===== src/hw/rtl/sqt_pkg.sv =====
package sqt_pkg;

    typedef enum logic [4:0] {
        MODE_GLOBAL = 5'b00001,
        MODE_DQ     = 5'b00010,
        MODE_SQ     = 5'b00100,
        MODE_ENDED  = 5'b01000,
        MODE_ERROR  = 5'b10000
    } mode_t;

    localparam logic [1:0] KIND_WORD = 2'd0;
    localparam logic [1:0] KIND_DQ   = 2'd1;
    localparam logic [1:0] KIND_SQ   = 2'd2;

    localparam logic [1:0] STATUS_OK      = 2'd0;
    localparam logic [1:0] STATUS_OPEN_DQ = 2'd1;
    localparam logic [1:0] STATUS_OPEN_SQ = 2'd2;
    localparam logic [1:0] STATUS_SYNTAX  = 2'd3;

    localparam logic [7:0] CHR_NUL       = 8'h00;
    localparam logic [7:0] CHR_NEWLINE   = 8'h0a;
    localparam logic [7:0] CHR_SPACE     = 8'h20;
    localparam logic [7:0] CHR_DQUOTE    = 8'h22;
    localparam logic [7:0] CHR_HASH      = 8'h23;
    localparam logic [7:0] CHR_DOLLAR    = 8'h24;
    localparam logic [7:0] CHR_SQUOTE    = 8'h27;
    localparam logic [7:0] CHR_SEMICOLON = 8'h3b;
    localparam logic [7:0] CHR_BACKSLASH = 8'h5c;
    localparam logic [7:0] CHR_BACKTICK  = 8'h60;

    typedef struct packed {
        mode_t      mode;
        logic       esc;
        logic       semi;
        logic       nonempty;
        logic [1:0] kind;
    } scan_state_t;

    localparam scan_state_t SCAN_RESET = '{
        mode:     MODE_GLOBAL,
        esc:      1'b0,
        semi:     1'b0,
        nonempty: 1'b0,
        kind:     KIND_WORD
    };

    typedef struct packed {
        logic       put_backslash;
        logic       close_token;
        logic [1:0] close_type;
        logic       put_semicolon;
        logic       put_byte;
        logic [7:0] byte_value;
        logic       line_done;
        logic [1:0] line_status;
    } tok_result_t;

endpackage


===== src/hw/rtl/sqt_step.sv =====
module sqt_step (
    input  sqt_pkg::scan_state_t cur_state,
    input  logic [7:0]           in_byte,
    input  logic                 end_of_line,
    output sqt_pkg::scan_state_t nxt_state,
    output sqt_pkg::tok_result_t result
);
    import sqt_pkg::*;

    logic b_end;
    logic b_sep;
    logic dq_special;
    logic do_global;
    logic do_dq;

    assign b_end      = (in_byte == CHR_NUL) || (in_byte == CHR_HASH);
    assign b_sep      = (in_byte == CHR_SPACE) || (in_byte == CHR_SEMICOLON);
    assign dq_special = (in_byte == CHR_DOLLAR) || (in_byte == CHR_BACKTICK) ||
                        (in_byte == CHR_DQUOTE) || (in_byte == CHR_BACKSLASH) ||
                        (in_byte == CHR_NEWLINE);

    assign do_global = cur_state.semi ? (in_byte != CHR_SEMICOLON) : !cur_state.esc;
    assign do_dq     = !cur_state.esc || !dq_special;

    always_comb begin
        nxt_state = cur_state;
        result    = '0;
        if (end_of_line) begin
            result.put_backslash = (cur_state.mode == MODE_DQ) && cur_state.esc;
            if (cur_state.nonempty || result.put_backslash) begin
                result.close_token = 1'b1;
                result.close_type  = cur_state.kind;
            end
            result.put_semicolon = cur_state.semi;
            result.line_done     = 1'b1;
            case (cur_state.mode)
                MODE_ERROR: result.line_status = STATUS_SYNTAX;
                MODE_DQ:    result.line_status = STATUS_OPEN_DQ;
                MODE_SQ:    result.line_status = STATUS_OPEN_SQ;
                default:    result.line_status = STATUS_OK;
            endcase
            nxt_state = SCAN_RESET;
        end else begin
            case (cur_state.mode)
                MODE_GLOBAL: begin
                    if (cur_state.semi) begin
                        nxt_state.semi = 1'b0;
                        if (in_byte == CHR_SEMICOLON) begin
                            nxt_state.mode = MODE_ERROR;
                        end else begin
                            result.put_semicolon = 1'b1;
                        end
                    end else if (cur_state.esc) begin
                        nxt_state.esc = 1'b0;
                        if (in_byte == CHR_NUL) begin
                            nxt_state.mode = MODE_ENDED;
                        end else begin
                            result.put_byte    = 1'b1;
                            result.byte_value  = in_byte;
                            nxt_state.nonempty = 1'b1;
                        end
                    end
                    if (do_global) begin
                        if (b_end) begin
                            nxt_state.mode = MODE_ENDED;
                        end else if (in_byte == CHR_BACKSLASH) begin
                            nxt_state.esc = 1'b1;
                        end else if (in_byte == CHR_DQUOTE) begin
                            nxt_state.kind = KIND_DQ;
                            nxt_state.mode = MODE_DQ;
                        end else if (in_byte == CHR_SQUOTE) begin
                            nxt_state.kind = KIND_SQ;
                            nxt_state.mode = MODE_SQ;
                        end else if (b_sep) begin
                            if (cur_state.nonempty) begin
                                result.close_token = 1'b1;
                                result.close_type  = cur_state.kind;
                            end
                            nxt_state.nonempty = 1'b0;
                            nxt_state.kind     = KIND_WORD;
                            if (in_byte == CHR_SEMICOLON) begin
                                nxt_state.semi = 1'b1;
                            end
                        end else begin
                            nxt_state.kind     = KIND_WORD;
                            result.put_byte    = 1'b1;
                            result.byte_value  = in_byte;
                            nxt_state.nonempty = 1'b1;
                        end
                    end
                end
                MODE_DQ: begin
                    if (cur_state.esc) begin
                        nxt_state.esc = 1'b0;
                        if (dq_special) begin
                            result.put_byte    = 1'b1;
                            result.byte_value  = in_byte;
                            nxt_state.nonempty = 1'b1;
                        end else begin
                            result.put_backslash = 1'b1;
                            nxt_state.nonempty   = 1'b1;
                        end
                    end
                    if (do_dq) begin
                        if (b_end) begin
                            nxt_state.mode = MODE_ENDED;
                        end else if (in_byte == CHR_DQUOTE) begin
                            nxt_state.mode = MODE_GLOBAL;
                        end else if (in_byte == CHR_BACKSLASH) begin
                            nxt_state.esc = 1'b1;
                        end else begin
                            result.put_byte    = 1'b1;
                            result.byte_value  = in_byte;
                            nxt_state.nonempty = 1'b1;
                        end
                    end
                end
                MODE_SQ: begin
                    if (b_end) begin
                        nxt_state.mode = MODE_ENDED;
                    end else if (in_byte == CHR_SQUOTE) begin
                        nxt_state.mode = MODE_GLOBAL;
                    end else begin
                        result.put_byte    = 1'b1;
                        result.byte_value  = in_byte;
                        nxt_state.nonempty = 1'b1;
                    end
                end
                default: begin
                end
            endcase
        end
    end

endmodule


===== src/hw/rtl/shell_quote_tokenizer_unit.sv =====
// Shell command-line word tokenizer.
// Input channel (s_valid/s_ready): one line byte per transfer on s_in_byte, or
// s_end_of_line = 1 to close the line; the byte is ignored on an end-of-line
// transfer.
// Result channel (m_valid/m_ready): exactly one result per input transfer:
// backslash append, token close with type, separator, byte append, and the
// line status on the end-of-line result.
// A result is registered and presented in the cycle after its input transfer.
// Throughput: one transfer per cycle while results drain; the scanner state
// and the result register both update in the cycle of the input transfer,
// through one level of mode logic.
// Stall: s_ready is high while the result register is empty or being
// drained in the same cycle; a stalled result holds and backpressures input.
// Reset (aresetn low, synchronous): scanner returns to global scope with no
// held escape, semicolon or token, and the result register empties.
module shell_quote_tokenizer_unit (
    input  logic       aclk,
    input  logic       aresetn,
    input  logic       s_valid,
    output logic       s_ready,
    input  logic [7:0] s_in_byte,
    input  logic       s_end_of_line,
    output logic       m_valid,
    input  logic       m_ready,
    output logic       m_put_backslash,
    output logic       m_close_token,
    output logic [1:0] m_close_type,
    output logic       m_put_semicolon,
    output logic       m_put_byte,
    output logic [7:0] m_byte_value,
    output logic       m_line_done,
    output logic [1:0] m_line_status
);
    import sqt_pkg::*;

    scan_state_t state_reg;
    scan_state_t state_next;
    tok_result_t result_reg;
    tok_result_t result_next;
    logic        m_valid_reg;
    logic        s_xfer;

    assign s_ready = !m_valid_reg || m_ready;
    assign s_xfer  = s_valid && s_ready;

    sqt_step u_step (
        .cur_state   (state_reg),
        .in_byte     (s_in_byte),
        .end_of_line (s_end_of_line),
        .nxt_state   (state_next),
        .result      (result_next)
    );

    always_ff @(posedge aclk) begin
        if (!aresetn) begin
            state_reg   <= SCAN_RESET;
            m_valid_reg <= 1'b0;
        end else begin
            if (s_xfer) begin
                state_reg <= state_next;
            end
            if (s_ready) begin
                m_valid_reg <= s_valid;
            end
        end
    end

    always_ff @(posedge aclk) begin
        if (s_xfer) begin
            result_reg <= result_next;
        end
    end

    assign m_valid         = m_valid_reg;
    assign m_put_backslash = result_reg.put_backslash;
    assign m_close_token   = result_reg.close_token;
    assign m_close_type    = result_reg.close_type;
    assign m_put_semicolon = result_reg.put_semicolon;
    assign m_put_byte      = result_reg.put_byte;
    assign m_byte_value    = result_reg.byte_value;
    assign m_line_done     = result_reg.line_done;
    assign m_line_status   = result_reg.line_status;

`ifndef SYNTH
    a_eol_resets_state: assert property (@(posedge aclk) disable iff (!aresetn)
        s_xfer && s_end_of_line |=> state_reg == SCAN_RESET)
        else $error("scanner state not cleared after end of line");

    a_no_esc_and_semi: assert property (@(posedge aclk) disable iff (!aresetn)
        !(state_reg.esc && state_reg.semi))
        else $error("escape and semicolon held together");

    a_status_only_on_done: assert property (@(posedge aclk) disable iff (!aresetn)
        m_valid && !m_line_done |-> m_line_status == STATUS_OK)
        else $error("line status set without line done");

    a_byte_zero_when_idle: assert property (@(posedge aclk) disable iff (!aresetn)
        m_valid && !m_put_byte |-> m_byte_value == 8'd0)
        else $error("byte value set without put byte");

    a_result_follows_input: assert property (@(posedge aclk) disable iff (!aresetn)
        s_xfer |=> m_valid)
        else $error("accepted transfer produced no result");
`endif

endmodule

===== config.mk =====
export PLATFORM = sky130hd
export DESIGN_NAME = shell_quote_tokenizer_unit
export DESIGN_NICKNAME = d
export VERILOG_FILES = /design/src/hw/rtl/sqt_pkg.sv /design/src/hw/rtl/sqt_step.sv /design/src/hw/rtl/shell_quote_tokenizer_unit.sv
export SDC_FILE = /design/constraint.sdc
export NUM_CORES = 1
export LEC_CHECK = 0
export BUFFER_PORTS_ARGS = -buffer_cell sky130_fd_sc_hd__buf_4
export CORE_MARGIN = 4
export CORE_UTILIZATION = 55
export DETAILED_ROUTE_END_ITERATION = 6
export GPL_TIMING_DRIVEN = 0
export MAX_ROUTING_LAYER = met4
export PLACE_DENSITY = 0.87
export SLEW_MARGIN = 20
export SYNTH_ARGS = -nofsm -noshare
export SYNTH_HDL_FRONTEND = slang
export SYNTH_SLANG_ARGS = --single-unit

===== constraint.sdc =====
create_clock -name aclk -period 3.4 [get_ports aclk]
set_input_delay 0.51 -clock aclk [delete_from_list [all_inputs] [get_ports aclk]]
set_output_delay 0.51 -clock aclk [all_outputs]
set_load 0.01 [all_outputs]

# Word level (Yosys, flattened, before mapping)
# Cells that the tools add are included.
# totals
elab_cells	139
output_inout_bits	19
input_bits	13
ff_bits	28
# classes
mux	80
reduce_logical	24
eq_ne	21
# ops
op	count
9-bit two-way mux	17
5-bit two-way mux	13
8-bit by 6-bit == test with 1-bit output, second input constant	6
3-bit two-way mux	10
9-bit case mux with 3 select lines	1
1-bit two-way mux	24
10-bit two-way mux	2
8-bit by 7-bit == test with 1-bit output, second input constant	2
5-bit case mux with 3 select lines	1
6-bit two-way mux	2
2-bit two-way mux	5
5-bit AND reduction	2
1-bit logical OR	9
8-bit by 4-bit == test with 1-bit output, second input constant	1
8-bit logical NOT	1
4-bit two-way mux	2
8-bit by 6-bit != test with 1-bit output, second input constant	1
3-bit != test, second input constant	2
2-bit case mux with 3 select lines	1
5-bit by 1-bit == test with 1-bit output, second input constant	1
5-bit by 2-bit == test with 1-bit output, second input constant	1
5-bit by 3-bit == test with 1-bit output, second input constant	1
5-bit == test, second input constant	1
2-bit != test, second input constant	2
12 further kinds	17

# Longest topological paths before layout
# Gate-level depths: netlist of the first run.
# logic_depth
ltp_word	12
ltp_mapped	8
ltp_nobuf	7

# By module
# Synthesis of the first run repeated with hierarchy kept, for this count alone.
# hier_totals
cells_unflattened	218
hier_area_um2	1870.5
# by_module_without_submodules
mod	area_each_um2	seq_area_each_um2	cells_each	instances
shell_quote_tokenizer_unit	958.4	730.7	65	1
sqt_step	912.1	0.0	153	1

# Least setup slack after synthesis of the first run
# No wires, ideal clock.
# synth_path
kind	input -> register
start	in s_in_byte[2]
end	reg state_reg[5] in the netlist's numbering
required_time_ps	3280
arrival_ps	2175
path_stages	7
slack_ps	1106
setup_ps	120
n_path_buf	1
path_cell_list	buf_2 or4_1 a21oi_2 nor2_1 o31ai_4 a41oi_1 a211o_1
# synth_between
elab_chain_len	11
word_cells_on_any_way	36
classes_between	eq/ne (12); mux (15); reduce/logical (9)
# synth_lines
element	line	text
start, declared	shell_quote_tokenizer_unit.sv:21	input logic [7:0] s_in_byte,
8-bit logical NOT	sqt_step.sv:16, sqt_step.sv:55	
5-bit two-way mux	sqt_step.sv:55	if (in_byte == CHR_NUL) begin
6-bit two-way mux	sqt_step.sv:53	end else if (cur_state.esc) begin
5-bit two-way mux	sqt_step.sv:46	if (cur_state.semi) begin
5-bit two-way mux	sqt_step.sv:71	end else if (in_byte == CHR_SQUOTE) begin
5-bit two-way mux	sqt_step.sv:68	end else if (in_byte == CHR_DQUOTE) begin
5-bit two-way mux	sqt_step.sv:66	end else if (in_byte == CHR_BACKSLASH) begin
5-bit two-way mux	sqt_step.sv:64	if (b_end) begin
10-bit two-way mux	sqt_step.sv:63	if (do_global) begin
5-bit case mux with 3 select lines	sqt_step.sv:44	case (cur_state.mode)
10-bit two-way mux	sqt_step.sv:28	if (end_of_line) begin
end signal, assigned	shell_quote_tokenizer_unit.sv:60	state_reg <= state_next;
end, declared	shell_quote_tokenizer_unit.sv:36	scan_state_t state_reg;
# Parallel ways exist; a longest one is shown, timed or not. The select of a mux whose other input is x is not followed.
# A chain may end at the register's enable or synchronous reset.

# Final worst setup path of the first run
# layout_path
start	in s_in_byte[5]
end	reg result_reg, in the netlist m_put_byte, data pin
# layout_between
elab_chain_len	12
word_cells_on_any_way	38
classes_between	eq/ne (10); mux (19); reduce/logical (9)
# layout_lines
element	line	text
8-bit by 6-bit == test with 1-bit output / 8-bit by 7-bit == test with 1-bit output (equally long branches)	sqt_step.sv:18	assign dq_special = (in_byte == CHR_DOLLAR) || (in_byte == CHR_BACKTICK) ||
1-bit logical OR (2 in a row)	sqt_step.sv:18	
1-bit logical OR (2 in a row)	sqt_step.sv:19	(in_byte == CHR_DQUOTE) || (in_byte == CHR_BACKSLASH) ||
9-bit two-way mux	sqt_step.sv:95	if (dq_special) begin
9-bit two-way mux	sqt_step.sv:93	if (cur_state.esc) begin
9-bit two-way mux	sqt_step.sv:109	end else if (in_byte == CHR_BACKSLASH) begin
9-bit two-way mux	sqt_step.sv:107	end else if (in_byte == CHR_DQUOTE) begin
9-bit two-way mux	sqt_step.sv:105	if (b_end) begin
9-bit two-way mux	sqt_step.sv:104	if (do_dq) begin
9-bit case mux with 3 select lines (*)	sqt_step.sv:44	
end signal, assigned	shell_quote_tokenizer_unit.sv:70	result_reg <= result_next;
end, declared	shell_quote_tokenizer_unit.sv:38	tok_result_t result_reg;
# Every way passes the cells marked *; elsewhere a longest branch is shown, timed or not.

==> impl_results.md, run 1 <==
* Status: finished, final reports clean
* Routed Antenna Nets at 0
* Total CTS buffers at 3
* CP startpoint: s_in_byte[5]
* Critical path type: in -> reg
* Total GRT Usage at 25.8%
* Skew-Pair Late Insertion Delay at 0.33 ns
* Startpoint class of the critical path: input port
* Die area at 4420 um2
* Worst min-delay path startpoint: s_end_of_line
* Worst slew pin tran at 0.663 ns
* Via density at 6.50
* Area Overhead vs Synth at 16.0%
* Vias in the first global route at 1713
* Pwr dens at 303 nW/um2
* Hold WC Path Type: in -> reg
* PortBufs at 28
* Final setup TNS at 0 ns
* Post_cts resized at 0
* DP Worst Slack at 0.729 ns
* Fin crit share at 69.9%
* Synth cell types at 57
* Die X at 66.5 um
* Syn Std Cell Area at 1880 um2
* Synth Register Bits at 28
* Max rail drop VDD at 160 uV
* Reg2reg path depth at 6
* Endpoints failing hold at 0
* Site Rows at 20
* Worst Setup End Kind: flip-flop
* Most frequent cells in the layout: buf_4, nand2_1, edfxtp_1
* CP Data Arrival Time at 2.49 ns
* Ports at 32
* Post-DP HPWL at 3.92 mm
* Mapped Cells at 216
* Peak Freq at 0.421 GHz
* Total congestion overflow at 0
* GP Congestion at 0.958
* H-tree depth at 1
* Hold Crit Depth at 1
* Max_cap viols at 0
* Setup Buffers After CTS at 0
* ANT cells at 0
* Via count at 1897
* Lkg Pwr at 0.849 nW
* Minimum clock period at 2.38 ns
* Initial Util at 59.6%
* Maximum fanout along the worst path at 10
* Clock transition at path regs at 0.16 ns
* Worst setup margin at 1.02 ns
* EDFF count, synth at 17
* Initial DRC Count at 197
* Root buf cell: clkbuf_4
* CTS Hold Bufs at 0
* Pwr Total at 662 uW
* Initial antenna violation count at 0
* CTS Buffer Depth at 2
* Slew HR at 55.5%
* Synth Warn # at 0
* Pre-antenna DRT Iters at 5
* Final setup fails at 0
* Pin count of the biggest net entering global routing at 21
* R2r startpoint: state_reg[7]
* Most common flop cell mapped by yosys: edfxtp_1
* Commonest non-fill, non-tap cell in the layout: buf_4
* Global-route wire length before repair at 8.49 mm
* CTS tree: built
* Worst Skew at 0.00822 ns
* Final core utilization at 69.2%
* Largest register FFs at 10
* Layout cells sized above 1 at 17.7%
* Core area at 3150 um2
* RSZ-0062 raised after global routing: false
* Avg Inst Size Synth at 8.71 um2
* Final wirelength at 5.14 mm
* Wire per inst at 17.6 um
* Final #Nets at 262
* R2r endpoint: state_reg[1]
* Setup crit end: m_put_byte
* Die height at 66.5 um
* CTS Sinks at 28
* Post-Synthesis Net Count at 229
* Flop2flop setup slack at 1.04 ns
* Final Max Tran Viols at 0
* Sequential share of the synthesized area at 38.9%
* Required time of the critical path at 3.51 ns
* Drt drc at 0
* Async SR Flop Fraction at 0%
[cells in the mapped netlist, drive strengths merged (5+ instances only)]
library cell | number | area [um2]
a21oi | 11 | 58.8
and3 | 5 | 31.3
o31ai | 5 | 51.3
nand2 | 23 | 86.3
and2 | 9 | 56.3
edfxtp | 17 | 510
nor4 | 6 | 52.6
clkbuf | 9 | 33.8
inv | 5 | 18.8
dfxtp | 11 | 220
nand3 | 12 | 65.1
nand4 | 5 | 31.3
o21ai | 9 | 45.0
nor3 | 9 | 50.1
nor2 | 16 | 62.6
a31oi | 5 | 31.3
[kinds of logic (layout without fill, tap and decap cells)]
| family | Yosys count | after routing | share of synthesized area (%) |
|---|---|---|---|
| XOR/XNOR | 5 | 5 | 2.33 |
| AO/OA/AOI/OAI | 55 | 55 | 21.4 |
| buffers and inverters | 18 | 50 | 3.86 |
| multiplexers | 1 | 1 | 0.532 |
| flip-flops | 28 | 28 | 38.9 |
| AND/OR/NAND/NOR | 109 | 109 | 33.0 |
[cell type report]
type                       count  area (um2)
inverter                       5        18.8
fill                         264         971
multi-input combinational    170        1080
buffer                        13        53.8
clock buffer                   4        36.3
tap                           44        55.1
timing repair buffer          28         210
sequential                    28         731
[worst max-delay path, cell delays in order]
cell and delay [ns]:
buf_4 0.13, clkbuf_1 0.24, nor4bb_1 0.35, nand4_1 0.21
a21oi_1 0.43, o31ai_1 0.14, o31a_1 0.31, and2_1 0.18
[how the worst min path moves through the flow]
stage	to	slack, ns
detailed placement	state_reg[0]	0.47
global route	m_line_done	0.37
global placement	state_reg[0]	0.46
floorplan	state_reg[0]	0.42
finish	m_line_done	0.38
CTS	m_line_done	0.38
[per-layer routing]
layer  GRT usage (%)  vias up  part of all wire [%]
li1                -      897                     -
met1            36.3      869                    41
met2            39.7      116                    46
met3            3.37       15                    12
met4            6.35        0                   1.4
met5               -        -                     0
[report_power, final]
group / switching [mW] / total (mW) / internal [mW]
registers: 0.00429 / 0.379 / 0.375
clock network: 0.103 / 0.168 / 0.0656
logic: 0.0689 / 0.115 / 0.0457
total: 0.176 / 0.662 / 0.486
[through the flow]
stage | cell area, um2 | instances | hold WS, ns
final | 2180 | 292 | 0.375
after global placement | 2150 | 288 | 0.458
after CTS | 2180 | 292 | 0.384
after floorplan | 1880 | 216 | 0.417
after global routing | 2180 | 292 | 0.365
after detailed placement | 2150 | 288 | 0.471
No activity file was read; power rests on OpenSTA's default activity.
==> run 2, diff against run 1 <==
==> constraint.sdc (replaced) <==
create_clock -name aclk -period 2.4 [get_ports aclk]
set_input_delay 0.36 -clock aclk [delete_from_list [all_inputs] [get_ports aclk]]
set_output_delay 0.36 -clock aclk [all_outputs]
set_load 0.01 [all_outputs]
==> impl_results.md, run 2 (same netlist as run 1, synthesis figures left out) <==
* Status: finished, final reports clean
* Maximum fanout along the worst path at 7
* Slew HR at 52.7%
* Endpoints failing hold at 0
* Total CTS buffers at 3
* Worst Hold End: m_line_done
* Stages on worst setup path at 6
* H-tree depth at 1
* Final wirelength at 5.12 mm
* Critical path's slowest cell: or4_1
* Post-DP HPWL at 3.92 mm
* Worst Skew at 0.00545 ns
* Drt drc at 0
* Final Max Tran Viols at 0
* Total GRT Usage at 25.8%
* Critical path type: reg -> reg
* Via count at 1885
* Vias in the first global route at 1713
* Required time of the critical path at 2.65 ns
* Layout cells sized above 1 at 18.1%
* Via density at 6.46
* R2r startpoint: state_reg[7]
* Root buf cell: clkbuf_4
* Skew-Pair Late Insertion Delay at 0.33 ns
* Die area at 4420 um2
* Initial antenna violation count at 0
* Ports at 32
* DP Worst Slack at -0.121 ns
* Slowest stage delay, CP at 0.58 ns
* CP cell instances: clkbuf_1 -> or4_1 -> nor2_2 -> o21ai_1 -> o311a_1 -> a22o_1
* Pwr dens at 428 nW/um2
* Pin count of the biggest net entering global routing at 21
* Max rail drop VDD at 224 uV
* Buffers and inverters on the worst path at 1
* Global-route wire length before repair at 8.49 mm
* RSZ-0062 raised after global routing: false
* Kind of cell adding the most delay to the critical path: simple AND/OR/NAND/NOR gates
* Hold WC Path Type: in -> reg
* Lkg Pwr at 0.843 nW
* Non-filler instance count after layout at 292
* CP Data Arrival Time at 2.59 ns
* R2r endpoint: state_reg[1]
* Worst setup margin at 0.0618 ns
* Core area at 3150 um2
* Minimum clock period at 2.34 ns
* Max_cap viols at 0
* Final #Nets at 262
* Die X at 66.5 um
* CTS Hold Bufs at 0
* Site Rows at 20
* Total congestion overflow at 0
* Startpoint class of the critical path: flip-flop
* Area Overhead vs Synth at 16.2%
* CTS Sinks at 28
* Most frequent cells in the layout: buf_4, nand2_1, edfxtp_1
* Initial DRC Count at 193
* CTS Buffer Depth at 2
* Worst Setup End Kind: flip-flop
* PortBufs at 28
* Clock transition at path regs at 0.15 ns
* Worst slew pin tran at 0.705 ns
* Peak Freq at 0.428 GHz
* Largest register FFs at 10
* ANT cells at 0
* Hold Crit Depth at 1
* Flop2flop setup slack at 0.06 ns
* Reg2reg path depth at 6
* Pre-antenna DRT Iters at 5
* Wire per inst at 17.5 um
* Commonest non-fill, non-tap cell in the layout: buf_4
* Initial Util at 59.6%
* CTS tree: built
* Placed Cells at 288
* Routed Antenna Nets at 0
* Die height at 66.5 um
* GP Congestion at 0.958
* Final setup fails at 0
* Worst min-delay path startpoint: s_end_of_line
* Fin crit share at 97.4%
run 2: changes by cell type in the layout (fill, tap and decap cells not counted), sizes merged:
| cell | previous run | this run |
|---|---|---|
| inv | 5 | 4 |
| clkinvlp | 0 | 1 |
run 2: timing repair:
item / in CTS / in global routing
setup buffers: 0 / 0
resized for setup: 0 / 1
setup endpoints to repair: 0 / 2
run 2: layout make-up:
type / instances / area (um2)
buffer: 13 / 53.8
clock buffer: 4 / 36.3
fill: 264 / 967
inverter: 5 / 22.5
multi-input combinational: 170 / 1080
sequential: 28 / 731
tap: 44 / 55.1
timing repair buffer: 28 / 210
run 2: how the worst max path moves through the flow:
stage / start / to / slack [ns]
finish: state_reg[7] / state_reg[1] / 0.06
global route: state_reg[7] / state_reg[1] / 0.02
CTS: state_reg[7] / state_reg[1] / 0.09
detailed placement: s_in_byte[5] / m_byte_value[1] / -0.12
global placement: s_in_byte[1] / m_byte_value[4] / -0.14
floorplan: s_in_byte[2] / state_reg[5] / 0.26
run 2: per-stage QoR:
step           TNS [ns]  hold WS (ns)  power (mW)  util [%]  cell area (um2)
4_1_cts               0         0.234       0.931      69.2             2180
2_1_floorplan         0         0.417       0.640         -             1880
5_1_grt               0         0.215       0.982      69.3             2190
3_3_place_gp     -0.987         0.458       0.703      68.1             2150
6_report              0         0.232       0.936      69.3             2190
3_5_place_dp      -1.11         0.471       0.708      68.1             2150
run 2: report_power, final:
| group | switching (mW) | internal [mW] |
|---|---|---|
| clock | 0.142 | 0.0930 |
| sequential | 0.00610 | 0.531 |
| combinational | 0.0984 | 0.0650 |
run 2: metal layers:
| layer | vias up | global-route usage [%] | share of wire [%] |
|---|---|---|---|
| li1 | 895 | - | - |
| met1 | 862 | 36.3 | 41 |
| met2 | 119 | 39.7 | 46 |
| met3 | 9 | 3.37 | 11 |
| met4 | 0 | 6.35 | 1.0 |
| met5 | - | - | 0 |
